## src/rtl/tcw_pkg.sv

```systemverilog
// tcw_pkg: shared constants, opcodes and sequencer states of the text console writer.
// No dependencies; imported by every module of the block.
package tcw_pkg;

  localparam int COLS_DEF = 80;
  localparam int ROWS_DEF = 25;

  localparam int CHAR_W = 8;
  localparam int ATTR_W = 8;
  localparam int COLOR_W = 4;
  localparam int CELL_W = CHAR_W + ATTR_W;
  localparam int OP_W = 2;
  localparam int RD_ROW_W = 5;
  localparam int RD_COL_W = 7;
  localparam int IDX_W = 1;

  localparam logic [CHAR_W-1:0] BLANK_CHAR = 8'h20;
  localparam logic [CHAR_W-1:0] NEWLINE_CHAR = 8'h0A;

  localparam logic [OP_W-1:0] OP_WRITE = 2'd0;
  localparam logic [OP_W-1:0] OP_CLEAR = 2'd1;
  localparam logic [OP_W-1:0] OP_READ = 2'd2;

  localparam logic [IDX_W-1:0] REG_FG = 1'b0;
  localparam logic [IDX_W-1:0] REG_BG = 1'b1;

  localparam logic [COLOR_W-1:0] FG_RESET = 4'd15;
  localparam logic [COLOR_W-1:0] BG_RESET = 4'd0;

  typedef enum logic [2:0] {
    ST_IDLE,
    ST_PUT,
    ST_READ,
    ST_DONE,
    ST_SCROLL,
    ST_DRAIN,
    ST_FILL
  } tcw_state_e;

endpackage

```

## src/rtl/tcw_ctrl.sv

```systemverilog
// tcw_ctrl: sequencer of the text console writer: cursor, cell address walk for
// scroll and clear, memory port control and the result register. Uses tcw_pkg.
module tcw_ctrl #(
  parameter int COLS = tcw_pkg::COLS_DEF,
  parameter int ROWS = tcw_pkg::ROWS_DEF,
  parameter int AW = $clog2(ROWS * COLS)
) (
  input  logic                          clk_i,
  input  logic                          rst_ni,
  input  logic [tcw_pkg::ATTR_W-1:0]    attr_i,
  input  logic                          in_valid_i,
  output logic                          in_stall_o,
  input  logic [tcw_pkg::OP_W-1:0]      opcode_i,
  input  logic [tcw_pkg::CHAR_W-1:0]    char_code_i,
  input  logic [tcw_pkg::RD_ROW_W-1:0]  read_row_i,
  input  logic [tcw_pkg::RD_COL_W-1:0]  read_col_i,
  output logic                          out_valid_o,
  input  logic                          out_stall_i,
  output logic [4:0]                    cursor_row_out_o,
  output logic [6:0]                    cursor_col_out_o,
  output logic [tcw_pkg::CHAR_W-1:0]    cell_char_o,
  output logic [tcw_pkg::ATTR_W-1:0]    cell_attr_o,
  output logic                          mem_we_o,
  output logic [AW-1:0]                 mem_waddr_o,
  output logic [tcw_pkg::CELL_W-1:0]    mem_wdata_o,
  output logic [AW-1:0]                 mem_raddr_o,
  input  logic [tcw_pkg::CELL_W-1:0]    mem_rdata_i
);
  import tcw_pkg::*;

  localparam int NCELLS = ROWS * COLS;
  localparam int RW = $clog2(ROWS);
  localparam int CW = $clog2(COLS + 1);

  tcw_state_e state_q, state_d;
  logic [RW-1:0] row_q, row_d;
  logic [CW-1:0] col_q, col_d;
  logic [AW-1:0] ptr_q, ptr_d;
  logic [AW-1:0] waddr_q, waddr_d;
  logic          wv_q, wv_d;
  logic          put_q, put_d;
  logic [CHAR_W-1:0] ch_q, ch_d;
  logic          in_range_q, in_range_d;

  logic          out_valid_q, out_valid_d;
  logic [4:0]    row_out_q, row_out_d;
  logic [6:0]    col_out_q, col_out_d;
  logic [CHAR_W-1:0] cchar_q, cchar_d;
  logic [ATTR_W-1:0] cattr_q, cattr_d;

  logic accept, is_nl, line_full, last_row, need_nl, scroll_go, ptr_end, load;
  logic [AW-1:0] cur_addr, rd_addr;

  assign in_stall_o = (state_q != ST_IDLE) || (out_valid_q && out_stall_i);
  assign accept = (state_q == ST_IDLE) && in_valid_i && !in_stall_o;
  assign is_nl = (char_code_i == NEWLINE_CHAR);
  assign line_full = (col_q >= CW'(COLS));
  assign last_row = (row_q == RW'(ROWS - 1));
  assign need_nl = is_nl || line_full;
  assign scroll_go = need_nl && last_row;
  assign ptr_end = (ptr_q == AW'(NCELLS - 1));
  assign cur_addr = AW'(row_q) * AW'(COLS) + AW'(col_q);
  assign rd_addr = AW'(read_row_i) * AW'(COLS) + AW'(read_col_i);

  // Next state
  always_comb begin
    state_d = state_q;
    case (state_q)
      ST_IDLE: begin
        if (accept) begin
          case (opcode_i)
            OP_WRITE: begin
              if (scroll_go) state_d = ST_SCROLL;
              else if (is_nl) state_d = ST_DONE;
              else state_d = ST_PUT;
            end
            OP_CLEAR: state_d = ST_FILL;
            OP_READ:  state_d = ST_READ;
            default:  state_d = ST_DONE;
          endcase
        end
      end
      ST_PUT:    state_d = ST_IDLE;
      ST_READ:   state_d = ST_IDLE;
      ST_DONE:   state_d = ST_IDLE;
      ST_SCROLL: if (ptr_end) state_d = ST_DRAIN;
      ST_DRAIN:  state_d = ST_FILL;
      ST_FILL: begin
        if (ptr_end) state_d = put_q ? ST_PUT : ST_DONE;
      end
      default:   state_d = ST_IDLE;
    endcase
  end

  // Datapath and memory port control
  always_comb begin
    row_d = row_q;
    col_d = col_q;
    ptr_d = ptr_q;
    put_d = put_q;
    ch_d = ch_q;
    in_range_d = in_range_q;
    wv_d = 1'b0;
    waddr_d = ptr_q - AW'(COLS);
    mem_we_o = 1'b0;
    mem_waddr_o = ptr_q;
    mem_wdata_o = {attr_i, BLANK_CHAR};
    mem_raddr_o = ptr_q;
    load = 1'b0;
    cchar_d = '0;
    cattr_d = '0;
    case (state_q)
      ST_IDLE: begin
        mem_raddr_o = rd_addr;
        if (accept) begin
          ch_d = char_code_i;
          in_range_d = (32'(read_row_i) < ROWS) && (32'(read_col_i) < COLS);
          ptr_d = '0;
          put_d = 1'b0;
          if (opcode_i == OP_WRITE) begin
            put_d = !is_nl;
            ptr_d = AW'(COLS);
            if (need_nl) begin
              col_d = '0;
              if (!last_row) row_d = row_q + RW'(1);
            end
          end
        end
      end
      ST_PUT: begin
        mem_we_o = 1'b1;
        mem_waddr_o = cur_addr;
        mem_wdata_o = {attr_i, ch_q};
        col_d = col_q + CW'(1);
        load = 1'b1;
      end
      ST_READ: begin
        load = 1'b1;
        if (in_range_q) begin
          cchar_d = mem_rdata_i[CHAR_W-1:0];
          cattr_d = mem_rdata_i[CELL_W-1:CHAR_W];
        end
      end
      ST_DONE: load = 1'b1;
      ST_SCROLL: begin
        // read one cell ahead, write it a row up in the next cycle
        wv_d = 1'b1;
        mem_we_o = wv_q;
        mem_waddr_o = waddr_q;
        mem_wdata_o = mem_rdata_i;
        if (!ptr_end) ptr_d = ptr_q + AW'(1);
      end
      ST_DRAIN: begin
        mem_we_o = wv_q;
        mem_waddr_o = waddr_q;
        mem_wdata_o = mem_rdata_i;
        ptr_d = AW'(NCELLS - COLS);
      end
      ST_FILL: begin
        mem_we_o = 1'b1;
        if (!ptr_end) ptr_d = ptr_q + AW'(1);
      end
      default: ;
    endcase
    row_out_d = 5'(row_d);
    col_out_d = 7'(col_d);
    out_valid_d = load || (out_valid_q && out_stall_i);
  end

  always_ff @(posedge clk_i or negedge rst_ni) begin
    if (!rst_ni) begin
      state_q <= ST_IDLE;
      row_q <= '0;
      col_q <= '0;
      wv_q <= 1'b0;
      put_q <= 1'b0;
      out_valid_q <= 1'b0;
    end else begin
      state_q <= state_d;
      row_q <= row_d;
      col_q <= col_d;
      wv_q <= wv_d;
      put_q <= put_d;
      out_valid_q <= out_valid_d;
    end
  end

  always_ff @(posedge clk_i) begin
    ptr_q <= ptr_d;
    waddr_q <= waddr_d;
    ch_q <= ch_d;
    in_range_q <= in_range_d;
    if (load) begin
      row_out_q <= row_out_d;
      col_out_q <= col_out_d;
      cchar_q <= cchar_d;
      cattr_q <= cattr_d;
    end
  end

  assign out_valid_o = out_valid_q;
  assign cursor_row_out_o = row_out_q;
  assign cursor_col_out_o = col_out_q;
  assign cell_char_o = cchar_q;
  assign cell_attr_o = cattr_q;

endmodule

```

## config.mk

```make
export PLATFORM = sky130hd
export DESIGN_NAME = tcw_ctrl
export DESIGN_NICKNAME = d
export VERILOG_FILES = /design/src/rtl/tcw_pkg.sv /design/src/rtl/tcw_ctrl.sv
export SDC_FILE = /design/constraint.sdc
export NUM_CORES = 1
export LEC_CHECK = 0
export ABC_AREA = 1
export BUFFER_PORTS_ARGS = -buffer_cell sky130_fd_sc_hd__buf_2
export CAP_MARGIN = 40
export CORE_UTILIZATION = 30
export CTS_CLUSTER_SIZE = 25
export DETAILED_ROUTE_END_ITERATION = 10
export SYNTH_ARGS = -nofsm -noshare
export SYNTH_HDL_FRONTEND = slang
export SYNTH_SLANG_ARGS = --single-unit
```

## constraint.sdc

```tcl
create_clock -name clk_i -period 2.34 [get_ports clk_i]
set_input_delay 0.351 -clock clk_i [delete_from_list [all_inputs] [get_ports clk_i]]
set_output_delay 0.351 -clock clk_i [all_outputs]
set_load 0.005 [all_outputs]
```

==> impl_metrics.ini <==
[logic_synthesis]
synth_xor_xnor_area_share_pct = 2.217
synth_compound_area_share_pct = 11.20
synth_top_family_by_area = simple AND/OR/NAND/NOR gates
synth_cell_types = 36
syn_nets = 584
syn_inst = 502
synthFlopType = edfxtp_1
ys_seq_area_share_pct = 48.60
synth-edff-count = 48
synth_mux_area_share_pct = 0
synth_area_um2 = 4345
synth_simple_gate_area_share_pct = 20.41
yosysWarningCount = 0
postSynthAreaPerCell_um2 = 8.656
synth-async-reset-ratio_pct = 23.38
synthAdderAreaFrac_pct = 9.905
ys_seq_elements = 77

[floorplanning]
die_x_um = 122.4
die_height_um = 122.4
io_pins = 119
start_util_pct = 31.06
fp.dieArea_um2 = 14970
rows = 43
core-area_um2 = 13990

[hold_path]
hold_class = in -> reg

[sta]
whs_ps = 203.3
fin_crit_ps = 2640
fmax_mhz = 378.8
fin_crit_sh_pct = 112.8
worst_pin_slew_ps = 441.6
finalClockSkew_ps = 5.623
setup_violations = 3
fin_ws_ps = -299.7
rsz0062_at_grt = true
relSlewSlack_pct = 70.56
finalMaxSlewViolations = 0
hold_viol_final = 0

[drt]
viasPerCell = 4.713
drc_errors = 0
routed-via-count = 3902
wl_met3_um = 501
met2_length_um = 5694
wl_per_cell_um = 13.54
drtPass1Iterations = 5
top_layer_used = met4
drt_iter0_drc = 265
ant_nets = 0
met1Wirelength_um = 4744
routed_wl_um = 11210

[cells_and_area]
nets = 725
layout_commonest_cell = buf_2
area_delta_synth_final_pct = 32.39
final_core_util_pct = 41.13
final_cell_mix = 116 x buf_2, 104 x nand2_1, 69 x inv_1
drive_gt1_share_pct = 29.94
fillers = 1389
diodes = 0
post-route-cell-area_um2 = 5753

[worst_setup_path]
critPathLaunchType = register
arrival_ps = 2290
end_kind = output port
cp.required_ps = 1990
critPathKind = reg -> out
cp_max_fo = 3

[cts]
cts_sinks = 77
cts_buffers = 9
cts.path.max_buffers = 2
cts_tree = built
clkTransAtPathRegs_ps = 60
cts_root_buf = clkbuf_16
htree_levels = 3
clk_latency_ps = 330

[placed_design]
place_area_um2 = 5263
gp_congestion = 0.9088
hpwl_um = 8766
port_buffers = 118
place_ws_ps = -203.7

[status]
status = finished, violations left
violations = negative setup slack

[global_routing]
first_global_vias = 3667
grt_max_degree = 29
antenna_found_initial = 0
grtUsageTotal_pct = 15.04
grt_pass1_wl_um = 17440
gr-total-overflow = 0

[power_and_ir_drop]
power.leakage_nw = 2.742
p_per_area_nw_per_um2 = 1292
total_power_mw = 7.436
irDropWorstVdd_v = 0.0004724

[job]
maxCapViolCount = 0
Yosys cell counts (6+ instances only):
library cell | n | area [um^2]
a21oi_1 | 19 | 95.09
a22oi_1 | 6 | 45.04
dfrtp_1 | 18 | 450.4
dfxtp_1 | 11 | 220.2
edfxtp_1 | 48 | 1441
ha_1 | 28 | 350.3
inv_1 | 70 | 262.8
inv_2 | 7 | 26.28
nand2_1 | 105 | 394.1
nand3_1 | 29 | 145.1
nor2_1 | 50 | 187.7
nor3_1 | 6 | 30.03
o21ai_0 | 47 | 235.2
xor2_1 | 8 | 70.07
state kept, by name, summed over array words and instances (netlist names), 3 cells and up:
name,cells
cell_char_o,8
cursor_col_out_o,7
ch_q,8
waddr_q,11
state_q,3
ptr_q,11
row_q,5
col_q,7
cell_attr_o,8
cursor_row_out_o,5
final timing paths:
kind / startpoint / to / slack [ps] / depth (start not counted)
worst max-delay path: row_q[3] / mem_waddr_o[8] / -300 / 8
worst min-delay path: char_code_i[0] / ch_q[0] / 200 / 1
worst max register to register: ptr_q[0] / ptr_q[10] / 470 / 8
worst min register to register: ptr_q[3] / waddr_q[3] / 380 / 0
max in group asynchronous: rst_ni / row_q[2] / 1520 / 2
min in group asynchronous: rst_ni / row_q[0] / 490 / 2
cell type report:
cell class,count,area (um^2),area share (%)
Clock buffer,11,252.7,4.393
Clock inverter,5,57.56,1.000
Inverter,77,289.0,5.024
Multi-Input combinational cell,338,2037,35.41
Sequential cell,77,2113,36.73
Tap cell,180,225.2,3.915
Timing Repair Buffer,140,778.2,13.53
logic make-up (layout without fill, tap and decap cells):
logic type / Yosys count / after routing
buffers and inverters: 87 / 233
and+or+nand+nor: 207 / 207
adders and majority gates: 32 / 32
AOI/OAI and AO/OA: 88 / 88
DFF: 77 / 77
xor gates and xnor gates: 11 / 11
where the power goes:
part	switching [mW]	internal [mW]	total, mW
Clock	0.540	0.885	1.43
Sequential	0.347	2.16	2.50
Combinational	2.09	1.41	3.51
critical path: stages (launching register included):
cell      delay, ps
dfrtp_1         390
ha_1            310
ha_2            190
fa_2            560
nand3_2         100
buf_4           150
nand2_2          50
o221ai_2         80
buf_2           140
per-stage QoR:
step / setup TNS, ps / std cells
2_1_floorplan: 0 / 502
3_3_place_gp: -120.9 / 809
3_5_place_dp: -425.0 / 809
4_1_cts: -894.5 / 827
5_1_grt: -1306 / 828
6_report: -871.9 / 828
repair_timing:
action,CTS,global route
hold buffers,1,0
gates cloned,0,0
endpoints found under the setup margin,9,8
buffers inserted,1,1
pin swaps,11,10
endpoints found under the hold margin,18,0
gates resized for setup,24,13
layer usage:
layer | vias up | track usage [%]
met3 | 18 | 1.812
met4 | 0 | 7.241
met5 | - | 0
met2 | 119 | 25.46
met1 | 1821 | 18.96
li1 | 1944 | -
(Power assumes the default switching activity.)
